[config.mk]
export PLATFORM = sky130hd
export DESIGN_NAME = type_length_frame_parser_flat
export DESIGN_NICKNAME = d
export VERILOG_FILES = /design/src/design/tlfp_pkg.sv /design/src/design/tlfp_if.sv /design/src/design/type_length_frame_parser.sv /design/src/design/tlfp_decode.sv /design/src/flat_wrapper.sv
export SDC_FILE = /design/constraint.sdc
export NUM_CORES = 1
export LEC_CHECK = 0
export ABC_AREA = 1
export CAP_MARGIN = 0
export CELL_PAD_IN_SITES_DETAIL_PLACEMENT = 0
export CELL_PAD_IN_SITES_GLOBAL_PLACEMENT = 1
export CORE_MARGIN = 4
export CORE_UTILIZATION = 49
export CTS_BUF_LIST = sky130_fd_sc_hd__clkbuf_8
export CTS_CLUSTER_SIZE = 20
export DETAILED_ROUTE_END_ITERATION = 6
export DONT_BUFFER_PORTS = 1
export PLACE_DENSITY = 0.84
export SKIP_CTS_REPAIR_TIMING = 1
export SLEW_MARGIN = 15
export SYNTH_ARGS = -nofsm -noshare
export SYNTH_HDL_FRONTEND = slang
export SYNTH_SLANG_ARGS = --single-unit
[constraint.sdc]
create_clock -name clk -period 4.9 [get_ports clk]
set_input_delay 0.735 -clock clk [delete_from_list [all_inputs] [get_ports clk]]
set_output_delay 0.735 -clock clk [all_outputs]
set_load 0.05 [all_outputs]
[src/design/tlfp_pkg.sv]
// type-length frame parser package: shared types, codes and reset values
// used by the interfaces, the decode stage and the top level
`default_nettype none

package tlfp_pkg;

  localparam int unsigned BYTE_W      = 8;
  localparam int unsigned LEN_W       = 16;
  localparam int unsigned MASK_W      = 64;
  localparam int unsigned KIND_W      = 2;
  localparam int unsigned ERR_W       = 2;
  localparam int unsigned CFG_IDX_W   = 2;
  localparam int unsigned CFG_DATA_W  = 64;

  localparam logic [KIND_W-1:0] KIND_PAYLOAD = 2'd0;
  localparam logic [KIND_W-1:0] KIND_EMPTY   = 2'd1;
  localparam logic [KIND_W-1:0] KIND_ERROR   = 2'd2;

  localparam logic [ERR_W-1:0] ERR_NONE         = 2'd0;
  localparam logic [ERR_W-1:0] ERR_UNKNOWN_TYPE = 2'd0;
  localparam logic [ERR_W-1:0] ERR_OTHER_LONG   = 2'd1;
  localparam logic [ERR_W-1:0] ERR_PACKET_LONG  = 2'd2;
  localparam logic [ERR_W-1:0] ERR_UNSUPPORTED  = 2'd3;

  localparam logic [CFG_IDX_W-1:0] CFG_PACKET_TYPE = 2'd0;
  localparam logic [CFG_IDX_W-1:0] CFG_KNOWN_MASK  = 2'd1;
  localparam logic [CFG_IDX_W-1:0] CFG_MAX_PAYLOAD = 2'd2;

  localparam logic [BYTE_W-1:0] RST_PACKET_TYPE = 8'd1;
  localparam logic [MASK_W-1:0] RST_KNOWN_MASK  = 64'd2;
  localparam logic [LEN_W-1:0]  RST_MAX_PAYLOAD = 16'd255;

  typedef enum logic [3:0] {
    PH_TYPE    = 4'b0001,
    PH_LEN_LO  = 4'b0010,
    PH_LEN_HI  = 4'b0100,
    PH_PAYLOAD = 4'b1000
  } phase_t;

  typedef struct packed {
    phase_t             phase;
    logic [BYTE_W-1:0]  frame_kind;
    logic [BYTE_W-1:0]  length_low;
    logic [LEN_W-1:0]   expected_length;
    logic [LEN_W-1:0]   payload_count;
  } parse_state_t;

  typedef struct packed {
    logic [BYTE_W-1:0] packet_type;
    logic [MASK_W-1:0] known_type_mask;
    logic [LEN_W-1:0]  max_payload;
  } cfg_t;

  typedef struct packed {
    logic [KIND_W-1:0] kind;
    logic [BYTE_W-1:0] data_out;
    logic [LEN_W-1:0]  frame_length;
    logic              last_byte;
    logic [ERR_W-1:0]  error_code;
  } result_t;

  localparam parse_state_t STATE_RESET = '{
    phase:           PH_TYPE,
    frame_kind:      '0,
    length_low:      '0,
    expected_length: '0,
    payload_count:   '0
  };

endpackage

`default_nettype wire

[src/design/tlfp_if.sv]
// beat channels of the type-length frame parser: byte input and result output
// depends on tlfp_pkg
`default_nettype none

interface tlfp_in_if
  import tlfp_pkg::*;
();
  logic              valid;
  logic              ready;
  logic [BYTE_W-1:0] data_byte;

  modport source (output valid, output data_byte, input ready);
  modport sink (input valid, input data_byte, output ready);
endinterface

interface tlfp_out_if
  import tlfp_pkg::*;
();
  logic              valid;
  logic              ready;
  logic [KIND_W-1:0] kind;
  logic [BYTE_W-1:0] data_out;
  logic [LEN_W-1:0]  frame_length;
  logic              last_byte;
  logic [ERR_W-1:0]  error_code;

  modport source (output valid, output kind, output data_out, output frame_length,
                  output last_byte, output error_code, input ready);
  modport sink (input valid, input kind, input data_out, input frame_length,
                input last_byte, input error_code, output ready);
endinterface

`default_nettype wire

[src/design/type_length_frame_parser.sv]
// Type-length frame parser, top level: byte input register, decode stage and result
// register. One byte is accepted every clock cycle while results are taken; each
// result passes from the input register through the decode stage into the result
// register. The rate is set by the single decode stage, which updates the parse state
// for one byte per cycle. Frames are a type byte, a little-endian 16-bit length, then
// the payload; transmit-packet payload bytes stream out with the last one flagged,
// and bad headers or ended non-packet frames give an error beat. The user must write
// configuration (packet type, known-type mask, max payload) only while no bytes are in
// flight; the block does not enforce this. Depends on tlfp_pkg, tlfp_if and tlfp_decode.
`default_nettype none

module type_length_frame_parser
  import tlfp_pkg::*;
(
  input  wire logic                  clk,
  input  wire logic                  rst_n,
  tlfp_in_if.sink                    in_beat,
  tlfp_out_if.source                 out_beat,
  input  wire logic                  cfg_we,
  input  wire logic [CFG_IDX_W-1:0]  cfg_index,
  input  wire logic [CFG_DATA_W-1:0] cfg_wdata
);

  cfg_t              cfg_r;
  parse_state_t      state_r;
  parse_state_t      state_nxt;
  logic              s1_valid_r;
  logic [BYTE_W-1:0] s1_byte_r;
  logic              out_valid_r;
  result_t           out_r;
  logic              has_result;
  result_t           result;
  logic              s1_adv;
  logic              in_accept;

  assign s1_adv       = !out_valid_r || out_beat.ready;
  assign in_beat.ready = !s1_valid_r || s1_adv;
  assign in_accept    = in_beat.valid && in_beat.ready;

  // configuration registers
  always_ff @(posedge clk) begin
    if (!rst_n) begin
      cfg_r.packet_type     <= RST_PACKET_TYPE;
      cfg_r.known_type_mask <= RST_KNOWN_MASK;
      cfg_r.max_payload     <= RST_MAX_PAYLOAD;
    end else if (cfg_we) begin
      case (cfg_index)
        CFG_PACKET_TYPE: cfg_r.packet_type     <= cfg_wdata[BYTE_W-1:0];
        CFG_KNOWN_MASK:  cfg_r.known_type_mask <= cfg_wdata[MASK_W-1:0];
        CFG_MAX_PAYLOAD: cfg_r.max_payload     <= cfg_wdata[LEN_W-1:0];
        default: begin
        end
      endcase
    end
  end

  // input register
  always_ff @(posedge clk) begin
    if (!rst_n) begin
      s1_valid_r <= 1'b0;
    end else if (in_accept) begin
      s1_valid_r <= 1'b1;
    end else if (s1_adv) begin
      s1_valid_r <= 1'b0;
    end
  end

  always_ff @(posedge clk) begin
    if (in_accept) begin
      s1_byte_r <= in_beat.data_byte;
    end
  end

  tlfp_decode u_decode (
    .state      (state_r),
    .cfg        (cfg_r),
    .data_byte  (s1_byte_r),
    .state_nxt  (state_nxt),
    .has_result (has_result),
    .result     (result)
  );

  // parse state and result register
  always_ff @(posedge clk) begin
    if (!rst_n) begin
      state_r     <= STATE_RESET;
      out_valid_r <= 1'b0;
    end else if (s1_adv) begin
      out_valid_r <= s1_valid_r && has_result;
      if (s1_valid_r) begin
        state_r <= state_nxt;
      end
    end
  end

  always_ff @(posedge clk) begin
    if (s1_adv && s1_valid_r && has_result) begin
      out_r <= result;
    end
  end

  assign out_beat.valid        = out_valid_r;
  assign out_beat.kind         = out_r.kind;
  assign out_beat.data_out     = out_r.data_out;
  assign out_beat.frame_length = out_r.frame_length;
  assign out_beat.last_byte    = out_r.last_byte;
  assign out_beat.error_code   = out_r.error_code;

endmodule

`default_nettype wire

[src/design/tlfp_decode.sv]
// per-byte decode: header collection, type and length checks, payload counting
// depends on tlfp_pkg
`default_nettype none

module tlfp_decode
  import tlfp_pkg::*;
(
  input  parse_state_t      state,
  input  cfg_t              cfg,
  input  logic [BYTE_W-1:0] data_byte,
  output parse_state_t      state_nxt,
  output logic              has_result,
  output result_t           result
);

  logic [LEN_W-1:0] hdr_len;
  logic             known;
  logic             is_packet;
  logic [LEN_W-1:0] count_inc;
  logic             is_last;

  assign hdr_len   = {data_byte, state.length_low};
  assign known     = (state.frame_kind[7:6] == 2'b00) &&
                     cfg.known_type_mask[state.frame_kind[5:0]];
  assign is_packet = state.frame_kind == cfg.packet_type;
  assign count_inc = state.payload_count + LEN_W'(1);
  assign is_last   = count_inc >= state.expected_length;

  always_comb begin
    state_nxt  = state;
    has_result = 1'b0;
    result     = '0;
    unique case (state.phase)
      PH_TYPE: begin
        state_nxt.frame_kind = data_byte;
        state_nxt.phase      = PH_LEN_LO;
      end
      PH_LEN_LO: begin
        state_nxt.length_low = data_byte;
        state_nxt.phase      = PH_LEN_HI;
      end
      PH_LEN_HI: begin
        if (!known) begin
          has_result          = 1'b1;
          result.kind         = KIND_ERROR;
          result.frame_length = hdr_len;
          result.error_code   = ERR_UNKNOWN_TYPE;
          state_nxt           = STATE_RESET;
        end else if (hdr_len > cfg.max_payload) begin
          has_result          = 1'b1;
          result.kind         = KIND_ERROR;
          result.frame_length = hdr_len;
          result.error_code   = is_packet ? ERR_PACKET_LONG : ERR_OTHER_LONG;
          state_nxt           = STATE_RESET;
        end else if (hdr_len == '0) begin
          has_result = 1'b1;
          if (is_packet) begin
            result.kind      = KIND_EMPTY;
            result.last_byte = 1'b1;
          end else begin
            result.kind       = KIND_ERROR;
            result.error_code = ERR_UNSUPPORTED;
          end
          state_nxt = STATE_RESET;
        end else begin
          state_nxt.expected_length = hdr_len;
          state_nxt.payload_count   = '0;
          state_nxt.length_low      = '0;
          state_nxt.phase           = PH_PAYLOAD;
        end
      end
      PH_PAYLOAD: begin
        state_nxt.payload_count = count_inc;
        if (is_packet) begin
          has_result          = 1'b1;
          result.kind         = KIND_PAYLOAD;
          result.data_out     = data_byte;
          result.frame_length = state.expected_length;
          result.last_byte    = is_last;
          if (is_last) begin
            state_nxt = STATE_RESET;
          end
        end else if (is_last) begin
          has_result          = 1'b1;
          result.kind         = KIND_ERROR;
          result.frame_length = state.expected_length;
          result.error_code   = ERR_UNSUPPORTED;
          state_nxt           = STATE_RESET;
        end
      end
      default: begin
        state_nxt = STATE_RESET;
      end
    endcase
  end

endmodule

`default_nettype wire

[src/flat_wrapper.sv]
// flat-port wrapper written by rule: the top's interface ports become plain ports
module type_length_frame_parser_flat import tlfp_pkg::*;
  (clk, rst_n, cfg_we, cfg_index, cfg_wdata, in_beat_valid, in_beat_data_byte, in_beat_ready, out_beat_valid, out_beat_kind, out_beat_data_out, out_beat_frame_length, out_beat_last_byte, out_beat_error_code, out_beat_ready);
  tlfp_in_if in_beat_i ();
  tlfp_out_if out_beat_i ();
  input  wire logic clk;
  input  wire logic rst_n;
  input  wire logic cfg_we;
  input  wire logic [CFG_IDX_W-1:0] cfg_index;
  input  wire logic [CFG_DATA_W-1:0] cfg_wdata;
  input wire logic [$bits(in_beat_i.valid)-1:0] in_beat_valid;
  input wire logic [$bits(in_beat_i.data_byte)-1:0] in_beat_data_byte;
  output wire logic [$bits(in_beat_i.ready)-1:0] in_beat_ready;
  output wire logic [$bits(out_beat_i.valid)-1:0] out_beat_valid;
  output wire logic [$bits(out_beat_i.kind)-1:0] out_beat_kind;
  output wire logic [$bits(out_beat_i.data_out)-1:0] out_beat_data_out;
  output wire logic [$bits(out_beat_i.frame_length)-1:0] out_beat_frame_length;
  output wire logic [$bits(out_beat_i.last_byte)-1:0] out_beat_last_byte;
  output wire logic [$bits(out_beat_i.error_code)-1:0] out_beat_error_code;
  input wire logic [$bits(out_beat_i.ready)-1:0] out_beat_ready;
  assign in_beat_i.valid = in_beat_valid;
  assign in_beat_i.data_byte = in_beat_data_byte;
  assign in_beat_ready = in_beat_i.ready;
  assign out_beat_valid = out_beat_i.valid;
  assign out_beat_kind = out_beat_i.kind;
  assign out_beat_data_out = out_beat_i.data_out;
  assign out_beat_frame_length = out_beat_i.frame_length;
  assign out_beat_last_byte = out_beat_i.last_byte;
  assign out_beat_error_code = out_beat_i.error_code;
  assign out_beat_i.ready = out_beat_ready;
  type_length_frame_parser u_core (.clk(clk), .rst_n(rst_n), .in_beat(in_beat_i), .out_beat(out_beat_i), .cfg_we(cfg_we), .cfg_index(cfg_index), .cfg_wdata(cfg_wdata));
endmodule
# == Word level (Yosys, flattened, before mapping) ==
# Cells that the tools add are included.
# word_totals
register_bits,179
in_bits,79
output_inout_bits,31
word_cells,98
# classes
addsub,1
magnitude_cmp,3
n_eq_ne,9
mux,43
bitwise_logic,3
n_reduce_logical,23
# ops
operator,n
two-way mux 52 bit,3
one-hot mux 32 bit (3 select lines),1
two-way mux 16 bit,4
one-hot mux 8 bit (4 select lines),2
one-hot mux 19 bit (2 select lines),1
two-way mux 32 bit,1
two-way mux 2 bit,12
adder 16 x 1 -> 16 bit (second input constant),1
>= comparator 16 bit,1
> comparator 16 bit,1
logical NOT 16 bit,1
one-hot mux 4 bit (4 select lines),1
two-way mux 1 bit,12
equality test 8 bit,1
two-way mux 8 bit,1
AND reduction 2 bit,4
AND reduction 4 bit,2
< comparator 6 x 7 -> 1 bit (second input constant),1
binary-select mux 1 bit (select 6 bit),1
AND reduction 3 bit,2
logical AND 1 bit,5
AND reduction 5 bit,1
equality test 4 x 1 -> 1 bit (second input constant),1
equality test 4 x 2 -> 1 bit (second input constant),1
other kinds (16),21

# == Depth between registers and ports, before layout ==
# logic_depth
depth_word,6
mapped_depth,21
ltp_nobuf,20

# == By module ==
# Synthesis repeated with hierarchy kept, for this count alone.
# unflattened
hier_cells,1653
area_unflattened_um2,10556.4
# by_module_without_submodules
mod,instances,cells_each,area_each_um2,seq_area_each_um2
type_length_frame_parser,1,935,7060.5,3953.8
tlfp_decode,1,718,3495.9,0.0

# == Worst setup path before layout ==
# Ideal clock, no wire load.
# synth_timing
path_kind,flip-flop to flip-flop
startpoint,reg u_core.state_r[0] (netlist bit)
endpoint,"reg u_core.out_r, in the netlist u_core.out_beat.data_out[0] (enable)"
setup_time_ps,415
t_arrival_ps,3767
t_required_ps,4485
setup_slack_ps,718
stages_incl_launch_ff,20
path_buffers,0
period_less_slack_ps,4182
cell_sequence,dfxtp_1 -> ha_1 -> nand3_1 -> nor3b_2 -> nand3_2 -> nor3_4 -> nand3_2 -> nor2_4 -> xor2_2 -> ha_1 -> nand2_1 -> inv_1 -> nand3_1 -> nor2_1 -> nand2_1 -> nand3_1 -> nand2_1 -> nand2_1 -> nand2_1 -> nor2_1
# synth_between
elab_chain_len,6
# synth_lines
item,line_no,source
start: declaration,type_length_frame_parser.sv:25,parse_state_t state_r;
start signal: assignment,type_length_frame_parser.sv:91,state_r <= state_nxt;
adder 16 x 1 -> 16 bit,tlfp_decode.sv:26,assign count_inc = state.payload_count + LEN_W'(1);
>= comparator 16 bit,tlfp_decode.sv:27,assign is_last = count_inc >= state.expected_length;
two-way mux 1 bit,tlfp_decode.sv:83,end else if (is_last) begin
two-way mux 1 bit,tlfp_decode.sv:74,if (is_packet) begin
one-hot mux 1 bit (2 select lines),tlfp_decode.sv:33,unique case (state.phase)
logical AND 1 bit,type_length_frame_parser.sv:97,if (s1_adv && s1_valid_r && has_result) begin
end signal: assignment,type_length_frame_parser.sv:98,out_r <= result;
end: declaration,type_length_frame_parser.sv:30,result_t out_r;
# Every way passes these cells.
# A chain may end at the register's enable or synchronous reset.

# == Worst setup path after layout ==
# layout_timing
startpoint,reg u_core.state_r[0] (netlist bit)
endpoint,"reg u_core.out_r, in the netlist u_core.out_beat.error_code[1] (enable)"
# Same word-level chain as after synthesis.

==> summary.md <==
| Metric | Value |
|---|---|
| Leak | `about 0.0036 µW` |
| # fillers | `between 1.5k and 2k` |
| Clk buf depth | `2` |
| H-tree Lvls | `4` |
| CTS buffer count | `17` |
| Synth cell count leaders | `nand2_1, nor2_1, dfxtp_1` |
| I/O Buffers | `0` |
| Seq/Total Area, Yosys | `45.3%` |
| Initial antenna violation count | `0` |
| Synth area leaders | `dfxtp_1, edfxtp_1, nand2_1` |
| Largest family of logic cells by synthesized area | `simple AND/OR/NAND/NOR gates` |
| FF-to-FF path depth | `21` |
| Synth warn | `0` |
| CP Launch Type | `flop` |
| Initial core utilization | `about 50%` |
| Post-synth cell types | `46` |
| Grt ovf | `0` |
| RSZ-0062 raised after global routing | `no` |
| RR Endpoint | `u_core.out_beat.error_code[1]` |
| HP Class | `input pin to flop` |
| Final setup viols | `0` |
| Number of diodes | `0` |
| Post-synthesis adder-cell area fraction | `around 4.7%` |
| Hold_sp | `in_beat_data_byte[6]` |
| Syn Inst Count | `between 1k and 1.5k` |
| Crit path max fanout | `29` |
| Simple logic cell fraction of the synthesized area | `~29%` |
| Final ANT Viol Nets | `0` |
| Grt met1 use | `between 30% and 40%` |
| Hold Path Cell Cnt | `0` |
| Vias in the first global route | `~6.6k` |
| Arrival time worst endpoint | `~3800 ps` |
| Fin crit share | `between 70% and 80%` |
| CP Capture Type | `flop` |
| Worst hold margin | `355 ps` |
| Routed WL | `between 20000 and 25000 µm` |
| Worst Clk Skew | `14.1 ps` |
| Clock-pin slew on the worst setup and hold paths | `90 ps` |
| Share of layout cells above drive strength 1 | `roughly 7.6%` |
| Slew @ Worst Pin | `1080 ps` |
| Clk_lat worst skew | `470 ps` |
| Largest net degree at the start of global routing | `approximately 110` |
| PnR worst setup slack | `~1200 ps` |
| Post-synth top flop | `dfxtp_1` |
| Area Growth Syn to Fin | `5.10%` |
| Pre-CTS setup slack | `between 1000 and 1500 ps` |
| Hold Fails Final Rpt | `0` |
| Post-synth top area share | `around a third` |
| Slew headroom | `27.8%` |
| Post-synthesis xor/xnor area fraction | `1.49%` |
| Async SR Flop Fraction | `0%` |
| Post-DP HPWL | `15000 µm` |
| Pwr Total | `between 2000 and 3000 µW` |
| GR Util met3 | `under 10%` |
| Reg-to-Reg Start | `u_core.state_r[0]` |
| Syn nets | `between 1k and 1.5k` |
| Netlist Area Pre-Place | `8730 µm²` |
| Row Count | `48` |
| Mux cell area share after synthesis | `0%` |
| Compound-Gate Fraction of Synth Area | `between 10% and 20%` |
| Status | `complete, no violations` |
| Flops & latches, synth | `approximately 180` |
| Worst path required time | `5030 ps` |
| Worst VDD drop | `roughly 210 µV` |
| Routability cong. | `0.857` |
| CTS Sinks | `about 180` |
| Slew Limit Fails | `0` |
| Post-synth EDFFs | `37` |
| CTS root buf | `clkbuf_8` |
| Die ar. | `~20000 µm²` |
| GR Layer Usage met2 | `31.9%` |
| Mapped Avg Cell Area | `approximately 7.7 µm²` |
| Vias/cell | `between 5 and 6` |
| Core ar. | `roughly 17000 µm²` |
| Synth area leader | `dfxtp_1` |
| Initial drt markers | `between 500 and 600` |
| Gr busiest metal | `met1` |
| Top-count cell post-synth | `nand2_1` |
| TNS Setup | `0 ps` |
| First-pass GRT wire length | `~35000 µm` |
| Worst reg2reg setup slack | `~1200 ps` |
| Layout Nets | `about 1.2k` |
| Drt pass-1 iters | `5` |
| Kind of critical path | `flop to flop` |
| Max cap viols | `0` |
| Total GRT Usage | `between 20 and 25%` |
| Routed len/inst | `15.9 µm` |
| Worst hold path endpoint | `u_core.s1_byte_r[6]` |
| Vert. Die Dim | `around 140 µm` |
| # IOs | `between 100 and 150` |
| Die width | `142 µm` |
| Fin crit period | `between 3000 and 4000 ps` |
| DR vias | `just over 7k` |
| Power Density | `between 300 and 400 nW/µm²` |
| Max Fclk | `between 200 and 300 MHz` |
| CTS tree | `built` |
| DRC violations left | `0` |
## cell families (layout without fill, tap and decap cells)
logic type / Yosys count / count (layout)
simple gates: 566 / 566
compound gates: 204 / 204
flops: 179 / 179
buf+inv: 143 / 129
fa+ha+maj: 33 / 33
xor+xnor: 14 / 14
## power by group
part | switching, µW | internal (µW)
clock | 520 | 486
sequential | 53.6 | 1550
combinational | 209 | 101
total | 782 | 2140
## critical path, cell delays in order (launching register included)
cell and delay [ps]:
dfxtp_1 430, ha_1 210, nand3_1 130, nor3b_2 250, nand3_2 140, nor3_4 170
nand3_2 130, nor2_4 120, xor2_2 90, ha_1 280, nand2_1 60, inv_1 60
nand3_1 90, nor2_1 190, nand2_1 90, nand3_1 90, nand2_1 60, buf_4 190
nand2_1 80, nand2_1 70, nor2_2 70, buf_4 350
## worst max path at each step
| stage | endpoint | cells past startpoint | slack [ps] | startpoint |
|---|---|---|---|---|
| after floorplan | u_core.out_beat.data_out[0] | 19 | 720 | u_core.state_r[0] |
| after global placement | u_core.out_beat.frame_length[11] | 21 | 1330 | u_core.state_r[0] |
| after detailed placement | u_core.out_beat.frame_length[11] | 21 | 1250 | u_core.state_r[0] |
| after CTS | u_core.out_beat.frame_length[12] | 21 | 1220 | u_core.state_r[0] |
| after global routing | u_core.out_beat.frame_length[12] | 21 | 880 | u_core.state_r[0] |
| final | u_core.out_beat.error_code[1] | 21 | 1200 | u_core.state_r[0] |
## layer usage
layer	share of wire [%]	up-vias
li1	-	3706
met1	48	3297
met2	43	229
met3	7.4	22
met4	1.4	0
met5	0	-
## stage by stage
step                util, %  instances  cell area [µm²]
floorplan                 -       1139             8730
global placement       50.6       1318             8790
detailed placement     50.6       1318             8790
CTS                    52.9       1350             9180
global route           52.9       1350             9180
finish                 52.9       1350             9180
## placed cells by master (no fill, tap or decap), types with 13 or more instances in the layout
master,Yosys,routed
xor2_1,13,13
nor2_1,185,184
inv_1,79,83
clkbuf_8,0,20
dfxtp_1,142,142
o21ai_0,104,104
nand3_1,119,118
ha_1,33,33
edfxtp_1,37,37
a21oi_1,73,73
nand2_1,211,211
## flip-flops by register name (all words and copies together), names as in the netlist
| name | flops |
|---|---|
| u_core.state_r | 52 |
| u_core.out_beat.kind | 2 |
| u_core.out_beat.valid | 1 |
| u_core.cfg_r | 88 |
| u_core.out_beat.error_code | 2 |
| u_core.s1_valid_r | 1 |
| u_core.out_beat.frame_length | 16 |
| u_core.s1_byte_r | 8 |
| u_core.out_beat.data_out | 8 |
| u_core.out_beat.last_byte | 1 |
## area by class of cell
class	count	area [µm²]	share of cell area [%]
Multi-Input combinational cell	817	4160	45.3
Sequential cell	179	3950	43.1
Inverter	90	345	3.76
Tap cell	225	282	3.07
Clock buffer	20	275	3.00
Clock inverter	12	114	1.24
Timing Repair Buffer	7	52.6	0.572
Power figures use the tool's default switching activity.
